### config.mk
export PLATFORM = sky130hd
export DESIGN_NAME = vnf_norm
export DESIGN_NICKNAME = d
export VERILOG_FILES = /design/src/sv/value_noise_fbm_2d_macros.svh /design/src/sv/vnf_pkg.sv /design/src/sv/vnf_norm.sv
export SDC_FILE = /design/constraint.sdc
export NUM_CORES = 2
export LEC_CHECK = 0
export ABC_CLOCK_PERIOD_IN_PS = 15980
export BUFFER_PORTS_ARGS = -buffer_cell sky130_fd_sc_hd__buf_2
export CAP_MARGIN = 40
export CORE_ASPECT_RATIO = 0.8
export CORE_MARGIN = 10
export CORE_UTILIZATION = 55
export DETAILED_ROUTE_END_ITERATION = 6
export PLACE_DENSITY = 0.76
export SETUP_SLACK_MARGIN = 0.2
export SYNTH_ARGS = -nofsm -noshare
export SYNTH_HDL_FRONTEND = slang
export SYNTH_SLANG_ARGS = --single-unit
### constraint.sdc
create_clock -name clk -period 15.98 [get_ports clk]
set_clock_uncertainty 0.15 [all_clocks]
set_input_delay 1.598 -clock clk [delete_from_list [all_inputs] [get_ports clk]]
set_output_delay 1.598 -clock clk [all_outputs]
set_load 0.05 [all_outputs]
### src/sv/value_noise_fbm_2d_macros.svh
// Assertion helpers for the fractal value noise block
`ifndef VALUE_NOISE_FBM_2D_MACROS_SVH
`define VALUE_NOISE_FBM_2D_MACROS_SVH

`define VNF_ASSERT_IMPL(label, clk, rst_n, a, c) \
    label: assert property (@(posedge clk) disable iff (!rst_n) (a) |-> (c)) \
        else $error("assertion failed");

`define VNF_ASSERT_NEXT(label, clk, rst_n, a, c) \
    label: assert property (@(posedge clk) disable iff (!rst_n) (a) |=> (c)) \
        else $error("assertion failed");

`endif

### src/sv/vnf_pkg.sv
package vnf_pkg;

    localparam int MAX_OCTAVES = 8;
    localparam int OCT_W = 4;
    localparam int HASH_W = 24;
    localparam int ACC_W = 34;
    localparam logic [31:0] UNIT24 = 32'd16777215;
    localparam logic [31:0] OCTAVE_SALT = 32'd101;
    localparam logic [31:0] HASH_KX = 32'd374761393;
    localparam logic [31:0] HASH_KY = 32'd668265263;
    localparam logic [31:0] HASH_KS = 32'd2246822519;
    localparam logic [31:0] HASH_KM = 32'd1274126177;

    localparam int CFG_OCTAVE_COUNT = 0;
    localparam int CFG_NOISE_SEED = 1;

    // floor(2^63 / (UNIT24*(2^k-1))) + 1, product is taken back by 2^48
    localparam logic [63:0] RECIP_NUM = 64'd1 << 63;
    localparam logic [47:0] RECIP_1 = 48'(RECIP_NUM / (64'(UNIT24) * 64'd1) + 64'd1);
    localparam logic [47:0] RECIP_2 = 48'(RECIP_NUM / (64'(UNIT24) * 64'd3) + 64'd1);
    localparam logic [47:0] RECIP_3 = 48'(RECIP_NUM / (64'(UNIT24) * 64'd7) + 64'd1);
    localparam logic [47:0] RECIP_4 = 48'(RECIP_NUM / (64'(UNIT24) * 64'd15) + 64'd1);
    localparam logic [47:0] RECIP_5 = 48'(RECIP_NUM / (64'(UNIT24) * 64'd31) + 64'd1);
    localparam logic [47:0] RECIP_6 = 48'(RECIP_NUM / (64'(UNIT24) * 64'd63) + 64'd1);
    localparam logic [47:0] RECIP_7 = 48'(RECIP_NUM / (64'(UNIT24) * 64'd127) + 64'd1);
    localparam logic [47:0] RECIP_8 = 48'(RECIP_NUM / (64'(UNIT24) * 64'd255) + 64'd1);

    // Q.16 frequency factors of each octave
    function automatic logic [31:0] freq_q16(input int o);
        logic [63:0] f;
        f = 64'd65536;
        for (int i = 0; i < MAX_OCTAVES; i++)
        begin
            if (i < o)
            begin
                f = (f * 64'd132383 + 64'd32768) >> 16;
            end
        end
        return f[31:0];
    endfunction

    function automatic logic [47:0] recip(input int k);
        unique case (k)
            1: return RECIP_1;
            2: return RECIP_2;
            3: return RECIP_3;
            4: return RECIP_4;
            5: return RECIP_5;
            6: return RECIP_6;
            7: return RECIP_7;
            default: return RECIP_8;
        endcase
    endfunction

    // amplitude sum times UNIT24
    function automatic logic [31:0] den_of(input int k);
        return 32'(64'(UNIT24) * ((64'd1 << k) - 64'd1));
    endfunction

    typedef struct packed {
        logic        valid;
        logic [31:0] x;
        logic [31:0] y;
        logic [31:0] seed;
        logic [OCT_W-1:0] k;
        logic signed [ACC_W-1:0] acc;
    } cell_bus_t;

endpackage

### src/sv/vnf_norm.sv
module vnf_norm
    import vnf_pkg::*;
(
    input  logic        clk,
    input  logic        rst_n,
    input  logic        en,
    input  cell_bus_t   din,
    output logic        valid,
    output logic [15:0] value
);
    logic        v1_reg, v2_reg, v3_reg, v4_reg;
    logic        neg1_reg, neg2_reg, neg3_reg;
    logic [ACC_W-1:0] mag_reg, mag2_reg, mag3_reg;
    logic [47:0] rc_reg;
    logic [31:0] den1_reg, den2_reg, den3_reg;
    logic [57:0] pl_reg, ph_reg;
    logic [16:0] q0_reg;
    logic [15:0] val_reg;
    logic [ACC_W-1:0] mag;
    logic [47:0] rc;
    logic [31:0] den;
    logic [63:0] q;
    logic [16:0] qs;
    logic [51:0] num, prod, rem;
    logic [16:0] qf;

    always_comb
    begin
        mag = din.acc[ACC_W-1] ? ACC_W'(-din.acc) : ACC_W'(din.acc);
        rc = recip(1);
        den = den_of(1);
        for (int k = 1; k <= MAX_OCTAVES; k++)
        begin
            if (din.k == OCT_W'(k))
            begin
                rc = recip(k);
                den = den_of(k);
            end
        end
        q = ((64'(ph_reg) << 24) + 64'(pl_reg) + (64'd1 << 47)) >> 48;
        qs = 17'(q);
        if (q > 64'd32768)
        begin
            qs = 17'd32768;
        end
        // step the estimate by one where the exact remainder falls outside
        num = 52'({mag3_reg, 16'd0}) + 52'(den3_reg);
        prod = (52'(q0_reg) * 52'(den3_reg)) << 1;
        rem = num - prod;
        qf = q0_reg;
        if (rem[51])
        begin
            qf = q0_reg - 17'd1;
        end
        else if (rem >= (52'(den3_reg) << 1))
        begin
            qf = q0_reg + 17'd1;
        end
    end

    always_ff @(posedge clk or negedge rst_n)
    begin
        if (!rst_n)
        begin
            v1_reg <= 1'b0;
            v2_reg <= 1'b0;
            v3_reg <= 1'b0;
            v4_reg <= 1'b0;
        end
        else if (en)
        begin
            v1_reg <= din.valid;
            v2_reg <= v1_reg;
            v3_reg <= v2_reg;
            v4_reg <= v3_reg;
        end
    end

    always_ff @(posedge clk)
    begin
        if (en)
        begin
            neg1_reg <= din.acc[ACC_W-1];
            mag_reg <= mag;
            rc_reg <= rc;
            den1_reg <= den;
            neg2_reg <= neg1_reg;
            mag2_reg <= mag_reg;
            den2_reg <= den1_reg;
            pl_reg <= 58'(64'(mag_reg) * 64'(rc_reg[23:0]));
            ph_reg <= 58'(64'(mag_reg) * 64'(rc_reg[47:24]));
            neg3_reg <= neg2_reg;
            mag3_reg <= mag2_reg;
            den3_reg <= den2_reg;
            q0_reg <= qs;
            if (neg3_reg)
            begin
                val_reg <= 16'(-$signed({1'b0, qf}));
            end
            else
            begin
                val_reg <= (qf > 17'd32767) ? 16'd32767 : qf[15:0];
            end
        end
    end

    assign valid = v4_reg;
    assign value = val_reg;
endmodule

# --- After elaboration in Yosys (flattened, before gate mapping) ---
# Index checks and enable logic that the tools add are counted.
totals:
  inputBits: 138
  wordCells: 73
  ff_bits: 376
  output_inout_bits: 17
classes:
  n_eq_ne: 7
  multipliers: 3
  magnitude_cmp: 3
  reduce_logical: 5
  n_mux: 17
  n_addsub: 8
ops:
  columns: ["op", "n"]
  rows:
  - ["32-bit 2-to-1 mux", 4]
  - ["33-bit 2-to-1 mux", 2]
  - ["64-bit by 48-bit adder with 64-bit output (second input constant)", 1]
  - ["64-bit by 58-bit adder with 64-bit output", 1]
  - ["34-bit by 24-bit multiplier with 58-bit output", 1]
  - ["52-bit by 33-bit >= comparator with 1-bit output", 1]
  - ["51-bit by 50-bit subtractor with 52-bit output", 1]
  - ["50-bit by 32-bit adder with 51-bit output", 1]
  - ["17-bit by 32-bit multiplier with 49-bit output", 1]
  - ["34-bit by 16-bit multiplier with 40-bit output", 1]
  - ["40-bit 2-to-1 mux", 1]
  - ["37-bit 2-to-1 mux", 1]
  - ["36-bit 2-to-1 mux", 1]
  - ["35-bit 2-to-1 mux", 1]
  - ["17-bit 2-to-1 mux", 2]
  - ["34-bit 2-to-1 mux", 1]
  - ["34-bit negator", 1]
  - ["16-bit 2-to-1 mux", 2]
  - ["27-bit 2-to-1 mux", 1]
  - ["26-bit 2-to-1 mux", 1]
  - ["17-bit by 1-bit adder with 17-bit output (second input constant)", 1]
  - ["17-bit by 15-bit greater-than comparator with 1-bit output (second input constant)", 1]
  - ["17-bit by 1-bit subtractor with 17-bit output (second input constant)", 1]
  - ["4-bit by 3-bit == test with 1-bit output (second input constant)", 4]
  - ["9 further kinds", 10]

# --- Longest topological paths before layout ---
logic_depth:
  ltp_word: 8
  depth_mapped: 61
  ltp_nobuf: 55

# --- Worst setup path before layout ---
# OpenSTA, ideal clock, no wires.
synth_path:
  kind: "register to register"
  startpoint: "register q0_reg[6]"
  endpoint: "register val_reg[5], in the netlist value[5] (data pin)"
  setup_slack_ps: 3211
  synth_period_minus_slack_ps: 12769
  path_buffers: 6
  required_time_ps: 15698
  stages_incl_launch_ff: 60
  t_arrival_ps: 12487
  setup_time_ps: 132
  path_cell_list: "edfxtp_1 -> clkbuf_1 -> inv_1 -> clkbuf_1 -> nor2_1 -> fa_1 -> inv_1 -> fa_1 -> inv_1 -> fa_1 -> inv_1 -> fa_1 -> inv_1 -> fa_1 -> inv_1 -> fa_1 -> inv_1 -> ha_1 -> (+24 left out) -> nor4b_2 -> o2bb2ai_1 -> o221ai_1 -> and4b_1 -> o2111a_2 -> and2_4 -> buf_6 -> buf_6 -> o21ai_0 -> nor2_1 -> inv_1 -> ha_1 -> nor2_1 -> nand2_1 -> nor4_1 -> a32oi_1 -> buf_2 -> nand2_1"
synth_between:
  elab_chain_cells: 8
  word_cells_on_any_way: 11
  classes_between: "add/sub: 4; mul: 1; order compare: 2; mux: 4"
synth_lines:
  columns: ["item", "line_no", "text"]
  rows:
  - ["from (decl)", "vnf_norm.sv:17", "logic [16:0] q0_reg;"]
  - ["from (signal assigned)", "vnf_norm.sv:95", "q0_reg <= qs;"]
  - ["17-bit by 32-bit multiplier with 49-bit output", "vnf_norm.sv:48", "prod = (52'(q0_reg) * 52'(den3_reg)) << 1;"]
  - ["51-bit by 50-bit subtractor with 52-bit output", "vnf_norm.sv:49", "rem = num - prod;"]
  - ["52-bit by 33-bit >= comparator with 1-bit output", "vnf_norm.sv:55", "else if (rem >= (52'(den3_reg) << 1))"]
  - ["17-bit 2-to-1 mux", "vnf_norm.sv:55", null]
  - ["17-bit 2-to-1 mux *", "vnf_norm.sv:51", "if (rem[51])"]
  - ["17-bit by 15-bit greater-than comparator with 1-bit output", "vnf_norm.sv:102", "val_reg <= (qf > 17'd32767) ? 16'd32767 : qf[15:0];"]
  - ["16-bit 2-to-1 mux", "vnf_norm.sv:102", null]
  - ["16-bit 2-to-1 mux *", "vnf_norm.sv:96", "if (neg3_reg)"]
  - ["to (signal assigned)", "vnf_norm.sv:98", "val_reg <= 16'(-$signed({1'b0, qf}));"]
  - ["to (signal assigned)", "vnf_norm.sv:102", null]
  - ["to (decl)", "vnf_norm.sv:18", "logic [15:0] val_reg;"]
# Mark *: on every way between the ends. The rest lies on a longest branch, timed or not.
# A chain may end at the register's enable or synchronous reset.

# --- Worst setup path in the final report ---
layout_path:
  startpoint: "register q0_reg[13]"
  endpoint: "register val_reg[1], in the netlist value[1] (data pin)"
# The elaborated chain is that of the path after synthesis.

==> results.md <==
* Worst min path class: flip-flop to flip-flop
* DRT met1 WL at 74.4 mm
* Global-route wire length before repair at 286 mm
* Max Fclk at 67.4 MHz
* Hold_buf cts at 0
* Largest family of logic cells by synthesized area: adder cells
* Library cells used by synthesis at 103
* Count of pins over their slew limit at 0
* Die area at 129000 sq um
* Hold Path Origin: mag2_reg[29]
* Slowest stage cell, crit path: a32oi_1
* Arrival @ worst endpoint at 15.00 ns
* Via count at 46.1k
* H-tree Lvls at 2
* Post-DP HPWL at 150 mm
* Adder-Cell Fraction of Synth Area at 53.2%
* Synth Instances at 6549
* CP peak stage delay at 0.86 ns
* Final setup TNS at 0 ns
* Status: completed
* Crit start category: flip-flop
* CTS tree: yes
* Final ANT Viol Nets at 0
* Max FFs per register at 40
* Clk Latency, worst-skew pair at 0.62 ns
* Die Y at 324 um
* Kind of critical path: flip-flop to flip-flop
* Mapped Area at 63400 sq um
* Pin count of the biggest net entering global routing at 71
* Final hold vios at 0
* CP Capture Point: value[1]
* Reg-to-reg setup timing slack at 1.13 ns
* Measured slew at the worst slew-check pin at 1.01 ns
* Critical Path RT at 16.14 ns
* Area Overhead vs Synth at 5.28%
* Synth Area in Compound Gates at 6.33%
* Period utilisation layout at 92.9%
* Cell row count at 111
* Yosys warning total at 0
* Top layer in use: met5
* Setup-failing EPs final at 0
* Worst setup path start: q0_reg[13]
* Post-synthesis mux area share at 0.181%
* Avg WL per Cell at 22.8 um
* Seq cells post-synth at 276
* Min Tclk post-route at 14.85 ns
* Min Hold Slack at 0.256 ns
* TritonRoute pass-1 iters at 6
* Highest-count cells in the layout ignoring fill and taps: 1699 x inv_1, 1186 x fa_1, 801 x ha_1, 586 x and2_1, 359 x nand2_1
* Placed cell area at 65600 sq um
* Final core utilization at 58.3%
* Worst r2r dst: value[1]
* Post-Synth Simple-Gate Area at 13.1%
* Core Area at 115000 sq um
* Relative max-transition margin at 31.9%
* Drt drc at 0
* Ports at 155
* Drt via density at 5.70
* RSZ-0062 raised after global routing: false
* Seq/Total Area, Yosys at 13.0%
* Avg Inst Size Synth at 9.69 sq um
* Final Cell Area at 66800 sq um
* 1st-iter DRT viols at 4804
* Initial antenna violation count at 14
* Clock-pin transition on the worst setup and hold timing paths at 0.07 ns
* Clock root buffer: clkbuf_16
* Global route overflow at 0
* CP most frequent cell: fa_1
* Met2 routed WL at 77.2 mm
* Vias in the first global route at 48.4k
* Layout cell share with drive strength beyond 1 at 3.90%
* Share of flip-flops with an asynchronous set or reset at 1.45%
* Met3 WL at 25.0 mm
* Post-CTS Setup Inserts at 0
* Clock Path Buffers at 3
* Chip Width at 400 um
* NumNets Final at 8656
* R2R Path Start: q0_reg[13]
* Worst setup EP type: flip-flop
* Max cap viols at 0
* Predominant post-synthesis flop cell: edfxtp_1
* Most common cell after layout, fill and taps aside: inv_1
* Post-cts sizing count at 0
* Mapped Nets at 8674
* RD Place Congestion at 1.00
* Initial Util at 55.4%
* Count of input and output buffers at 58
* Critical path fanouts, max at 17
* Post-synth EDFFs at 272
* Post-Synth XOR/XNOR Area at 2.71%
* R2R cell count at 47
* TritonCTS Sinks at 276
* Total CTS buffers at 36
* Final WL at 184 mm
* Total track usage at 29.1%
## layer usage
layer	global-route usage, %	vias up
li1	-	20210
met4	10.7	4
met2	42.4	2445
met5	0	-
met3	9.90	412
met1	40.2	23035
## cells by family (layout without fill, tap and decap cells)
| kind of cell | count (synthesis) | after routing |
|---|---|---|
| AND/OR/NAND/NOR | 1578 | 1578 |
| flip-flops | 276 | 276 |
| multiplexers | 11 | 11 |
| buffers and inverters | 1916 | 1925 |
| XOR/XNOR | 196 | 196 |
| adder cells (fa/ha/maj) | 1987 | 1987 |
| AO/OA/AOI/OAI | 585 | 585 |
| other | 0 | 4 |
## worst max-delay path: cells and delay by family, from the launching register on
family / cells / cell delay, ns
and+or+nand+nor: 14 / 3.32
DFF: 1 / 0.65
adders and majority gates: 10 / 4.70
xor gates and xnor gates: 3 / 0.63
buffers and inverters: 5 / 0.77
AOI/OAI and AO/OA: 15 / 4.30
## worst min-delay path by stage
stage | to | slack (ns) | cells after the start
final | mag3_reg[29] | 0.26 | 0
after global routing | mag3_reg[29] | 0.26 | 0
after CTS | mag3_reg[29] | 0.26 | 0
after detailed placement | den2_reg[30] | 0.25 | 0
after global placement | mag3_reg[24] | 0.25 | 0
after floorplan | den2_reg[25] | 0.25 | 0
## stage by stage
step	std cells	setup WS [ns]
after CTS	8081	1.29
after floorplan	6549	3.21
after detailed placement	8016	1.32
final	8087	1.13
after global placement	8005	1.50
after global routing	8084	0.246
## synth_stat cells, drive strengths merged, types with 73 or more instances
| cell | count | area, sq um |
|---|---|---|
| a21oi | 156 | 803 |
| ha | 801 | 10000 |
| o21ai | 106 | 538 |
| edfxtp | 272 | 8170 |
| clkbuf | 175 | 657 |
| nor3 | 73 | 365 |
| xnor2 | 143 | 1250 |
| inv | 1702 | 6390 |
| nand2 | 361 | 1360 |
| fa | 1186 | 23700 |
| and2 | 587 | 3670 |
| nor2 | 268 | 1010 |
## final cells by class
type | count | area (sq um)
Clock buffer | 45 | 955
Clock inverter | 20 | 220
Antenna cell | 4 | 10.0
Sequential cell | 276 | 8270
Inverter | 1711 | 6420
Multi-Input combinational cell | 4357 | 47900
Tap cell | 1525 | 1910
Fill cell | 9696 | 47800
Timing Repair Buffer | 149 | 1090
Power is not shown: default switching activity piles up to over one toggle a cycle in this logic, so the estimate is an artifact.
